File: src/hw/rtl/tea_pkg.sv
// Shared types, constants and the round mixing function for the TEA encryptor.
// Used by tea_cell, tea_block_encrypt and tea_checker; depends on nothing else.
package tea_pkg;

  localparam int unsigned WORD_W = 32;
  localparam int unsigned KEY_WORDS = 4;
  localparam int unsigned KEY_INDEX_W = 2;

  typedef logic [WORD_W-1:0] word_t;
  typedef logic [KEY_INDEX_W-1:0] key_index_t;

  localparam word_t TEA_DELTA = 32'h9E37_79B9;
  localparam int unsigned SHIFT_LEFT = 4;
  localparam int unsigned SHIFT_RIGHT = 5;

  // Register indexes of the configuration port.
  localparam key_index_t KEY_IDX_0 = 2'd0;
  localparam key_index_t KEY_IDX_1 = 2'd1;
  localparam key_index_t KEY_IDX_2 = 2'd2;
  localparam key_index_t KEY_IDX_3 = 2'd3;

  // One block travelling down the chain of half-round cells.
  typedef struct packed {
    logic  valid;
    word_t left;
    word_t right;
  } stage_t;

  // Feistel function of one half update; the three adds run side by side.
  function automatic word_t mix_half(word_t h, word_t sum, word_t ka, word_t kb);
    word_t a;
    word_t b;
    word_t c;
    a = (h << SHIFT_LEFT) + ka;
    b = h + sum;
    c = (h >> SHIFT_RIGHT) + kb;
    return a ^ b ^ c;
  endfunction

endpackage

File: src/hw/rtl/tea_cell.sv
// One half-round cell of the TEA chain: updates either the left or the right half.
// Depends on tea_pkg for the stage type and the mixing function.
module tea_cell #(
  parameter bit             UPDATE_RIGHT = 1'b0,
  parameter logic [31:0]    ROUND_SUM    = 32'h9E37_79B9
) (
  input  logic            clk,
  input  logic            rst,
  input  logic            advance,
  input  tea_pkg::word_t  key_a,
  input  tea_pkg::word_t  key_b,
  input  tea_pkg::stage_t prev,
  output tea_pkg::stage_t cur
);

  tea_pkg::word_t left_next;
  tea_pkg::word_t right_next;

  always_comb begin
    left_next  = prev.left;
    right_next = prev.right;
    if (UPDATE_RIGHT) begin
      right_next = prev.right + tea_pkg::mix_half(prev.left, ROUND_SUM, key_a, key_b);
    end else begin
      left_next = prev.left + tea_pkg::mix_half(prev.right, ROUND_SUM, key_a, key_b);
    end
  end

  // Only the valid bit is reset; the data halves simply follow the chain.
  always_ff @(posedge clk) begin
    if (rst) begin
      cur.valid <= 1'b0;
    end else if (advance) begin
      cur.valid <= prev.valid;
    end
    if (advance) begin
      cur.left  <= left_next;
      cur.right <= right_next;
    end
  end

endmodule

File: config.mk
export PLATFORM = sky130hd
export DESIGN_NAME = tea_cell
export DESIGN_NICKNAME = d
export VERILOG_FILES = /design/src/hw/rtl/tea_pkg.sv /design/src/hw/rtl/tea_cell.sv
export SDC_FILE = /design/constraint.sdc
export NUM_CORES = 1
export LEC_CHECK = 0
export BUFFER_PORTS_ARGS = -buffer_cell sky130_fd_sc_hd__clkbuf_2
export CORE_UTILIZATION = 49
export CTS_CLUSTER_DIAMETER = 80
export DETAILED_ROUTE_END_ITERATION = 10
export GPL_ROUTABILITY_DRIVEN = 0
export PLACE_DENSITY = 0.82
export SYNTH_ARGS = -nofsm -noshare
export SYNTH_HDL_FRONTEND = slang
export SYNTH_SLANG_ARGS = --single-unit
File: constraint.sdc
create_clock -name clk -period 5.3 [get_ports clk]
set_input_delay 1.06 -clock clk [delete_from_list [all_inputs] [get_ports clk]]
set_output_delay 1.06 -clock clk [all_outputs]
set_load 0.02 [all_outputs]
==> run_results.csv <==
group,metric,value,unit
cells_and_area,largest_reg_flops,65,
grt,grt_pass1_vias,6810,
clock_network,cts_buffer_depth,2,
outcome,status,"finished, final reports clean",
power_and_ir_drop,leakage,4.460,nW
floorplan,placementRows,43,
power_and_ir_drop,power.switching,1.633,mW
synth,ys.flop_type,"edfxtp_1",
route,drc,0,
floorplan,start_util,51.19,%
critical_path,crit_path_end,"cur[62]",
job,maxCapViolCount,0,
synth,ys_ff_latch,65,
critical_path,critPathCaptureType,"flop",
power_and_ir_drop,p_int,2.318,mW
power_and_ir_drop,vdd_drop_max,0.1670,mV
critical_path,worstSetupStartpointType,"input pin",
critical_path,r2r_setup_slack,4.72,ns
cells_and_area,drive_gt1_share,31.71,%
timing,slew_headroom,38.16,%
route,firstDrtPassIters,5,
min_path,hp-class,"reg2reg",
synth,yosysSeqAreaShare,26.91,%
synth,netlist_area,7216,um2
clock_network,cts.sink_count,65,
clock_network,cts_inserted_buffers,9,
timing,post-route-period-util,97.79,%
synth,async_flop_share,0,%
timing,hold_viol,0,
critical_path,crit_start,"prev[0]",
timing,post-route-min-period,5.183,ns
critical_path,arrival,5.38,ns
cells_and_area,diodes,0,
grt,grt_max_degree,42,
critical_path,reg2regPathDepth,2,
grt,grt.total_usage,28.91,%
placement,port_buffers,196,
cells_and_area,n_fill_cell,1084,
cells_and_area,top_regs,"cur x65",
timing,clock.fmax,192.9,MHz
clock_network,cts_tree,"built",
timing,finalSetupViolations,0,
critical_path,timing.rr.end,"cur[64]",
critical_path,r2r_start,"cur[64]",
route,via_per_inst,5.724,
critical_path,cp.required,5.50,ns
grt,grt_pass1_wl,33510,um
critical_path,crit_chain,"clkbuf_2 > ha_1 > a2111o_1 > a21boi_1 > nor2_1 > buf_4 > nor4_1 > xnor2_1 > xnor2_1 > xnor2_1 > ha_1 > a21o_1 > a21o_1 > a21o_1 > a311o_1 > a31oi_1 > o21ai_1 > a31o_2 > a2111oi_1 > nand4b_1",
power_and_ir_drop,seq_power_share,21.2,%
critical_path,critPathSlowestCell,"a2111o_1",
timing,worst_pin_slew,0.9275,ns
power_and_ir_drop,power,3.950,mW
synth,syn-num-nets,996,
synth,ys_warn_count,0,
floorplan,die_w,123.4,um
clock_network,cts_root_buffer,"clkbuf_16",
synth,synth_edf_count,64,
route,vias,7241,
timing,skew,0,ns
critical_path,crit_fanout,4,
clock_network,cts_hold_buf,0,
timing,hold_ws,0.4921,ns
cells_and_area,max_flop_register,"cur",
clock_network,clk_latency,0.34,ns
timing,drv_slew,0,
floorplan,io-pin-count,197,
power_and_ir_drop,clkPwrFrac,15.6,%
route,first_iter_violations,610,
grt,overflow,0,
floorplan,die_h,123.4,um
cells_and_area,fin_nets,1303,
floorplan,die_area,15220,um2
synth,ys_types,61,
cells_and_area,syn_to_final_growth,32.72,%
grt,antenna_found_initial,1,
placement,placed_cells,1248,
clock_network,htreeDepth,3,
synth,yosys.area.top_type,"edfxtp_1",
clock_network,path_clk_slew,0.06,ns
critical_path,crit_type,"in2reg",
timing,tns,0,ns
power_and_ir_drop,power_density,412.5,nW/um2
placement,dpl.hpwl,17710,um
synth,netlist_top_cells_area,"edfxtp_1 27%, xnor2_1 17%, ha_1 15%, a21oi_1 4.9%, xor2_1 4.1%",
timing,rsz0062_at_grt,"true",
synth,syn_inst,773,
cells_and_area,stdcell_count,1265,
critical_path,cp_slowest_stage_delay,0.44,ns
synth,yosysTopAreaCellShare,26.63,%
synth,syn_area_per_cell,9.335,um2
floorplan,core_area,14100,um2
route,wl,21950,um
power_and_ir_drop,swShare,41.33,%
power_and_ir_drop,p_comb_share,63.2,%
route,post_drt_wl_per_cell,17.35,um
route,detail-route-antenna-nets,0,
[critical path, delay by kind of cell]
| family | cells | cell delay [ns] |
|---|---|---|
| fa+ha+maj | 2 | 0.43 |
| simple gates | 3 | 0.54 |
| buf+inv | 2 | 0.28 |
| compound gates | 10 | 2.53 |
| xor+xnor | 3 | 0.56 |
[synth_stat cells (3+ instances only)]
cell type / count
a2111oi_0: 4
a211oi_1: 5
a21boi_0: 5
a21o_1: 36
a21oi_1: 71
a221oi_1: 4
a31oi_1: 11
and2_1: 4
and3_1: 9
and4_1: 3
clkbuf_1: 4
edfxtp_1: 64
fa_1: 3
ha_1: 88
inv_1: 30
nand2_1: 48
nand2b_1: 10
nand3_1: 15
nand3b_1: 3
nand4_1: 7
nor2_1: 37
nor2b_1: 10
nor3_1: 9
o211ai_1: 8
o21a_1: 8
o21ai_0: 37
o21ai_1: 5
o21bai_1: 17
or2_2: 4
xnor2_1: 140
xor2_1: 34
[area by class of cell]
cell class              count  area, um2  area share, %
multi-input cells         674       5229          54.60
flip-flops and latches     65       1942          20.28
repair buffers            300       1762          18.40
clock buffers               9      225.2          2.352
well taps                 180      225.2          2.352
inverters                  30      112.6          1.176
clock inverters             7      81.33         0.8492
[cells by family (layout without fill, tap and decap cells)]
group                    count (synthesis)  count (layout)  synth area share (%)
buffers and inverters                   34             346                 1.769
XOR/XNOR                               176             176                 21.74
AND/OR/NAND/NOR                        174             174                 12.47
multiplexers                             2               2                0.2775
flip-flops                              65              65                 26.91
adder cells (fa/ha/maj)                 91              91                 16.09
AO/OA/AOI/OAI                          231             231                 20.74
[through the flow]
stage	instance area, um2	setup slack, ns	utilization [%]
final	9577	0.1170	67.94
after global routing	9577	-0.09034	67.94
after CTS	9493	0.02636	67.34
after detailed placement	9180	-0.2194	65.13
after global placement	9180	-0.04129	65.13
after floorplan	7216	0.1255	-
[worst min path at each step]
stage / startpoint / end / cells past startpoint
2_1_floorplan: cur[64] / cur[64] / 2
3_3_place_gp: cur[64] / cur[64] / 2
3_5_place_dp: cur[64] / cur[64] / 2
4_1_cts: cur[64] / cur[64] / 2
5_1_grt: cur[64] / cur[64] / 2
6_report: cur[64] / cur[64] / 2
[placed cells by master, fill, tap and decap left out, types with 5 or more instances in the layout]
cell and count:
nand2b_1 10, o21a_1 8, clkbuf_2 195, o21ai_0 33
a21o_1 36, nand4_1 7, inv_1 30, nand2_1 48
o21bai_1 17, a21oi_2 6, nor2_1 37, ha_1 88
xor2_1 34, nand3_1 15, a31oi_1 9, buf_4 104
and3_1 9, clkinv_4 5, a21oi_1 66, xnor2_1 137
nor3_1 9, clkbuf_16 9, o211ai_1 8, edfxtp_1 64
o21ai_1 9, nor2b_1 10
[routing by layer]
metal	global-route usage (%)	part of all wire, %	routed length [um]	vias up
li1	-	-	-	3471
met3	5.258	8.0	1751	64
met4	13.10	3.5	771	0
met2	45.50	46	10130	370
met5	0	0	0	-
met1	38.49	42	9290	3336
[power groups by stage]
stage          Sequential [mW]  Clock (mW)  Combinational (mW)
2_1_floorplan             1.04           0                1.42
3_3_place_gp             0.850           0                2.33
3_5_place_dp             0.852           0                2.40
4_1_cts                  0.841       0.620                2.43
5_1_grt                  0.856       0.645                2.69
6_report                 0.837       0.617                2.50
[repair_timing]
| action | in CTS | in global routing |
|---|---|---|
| pin swaps | 0 | 5 |
| setup buffers | 0 | 1 |
| setup endpoints to repair | 1 | 4 |
| resized for setup | 1 | 21 |
No activity file was read; power rests on OpenSTA's default activity.
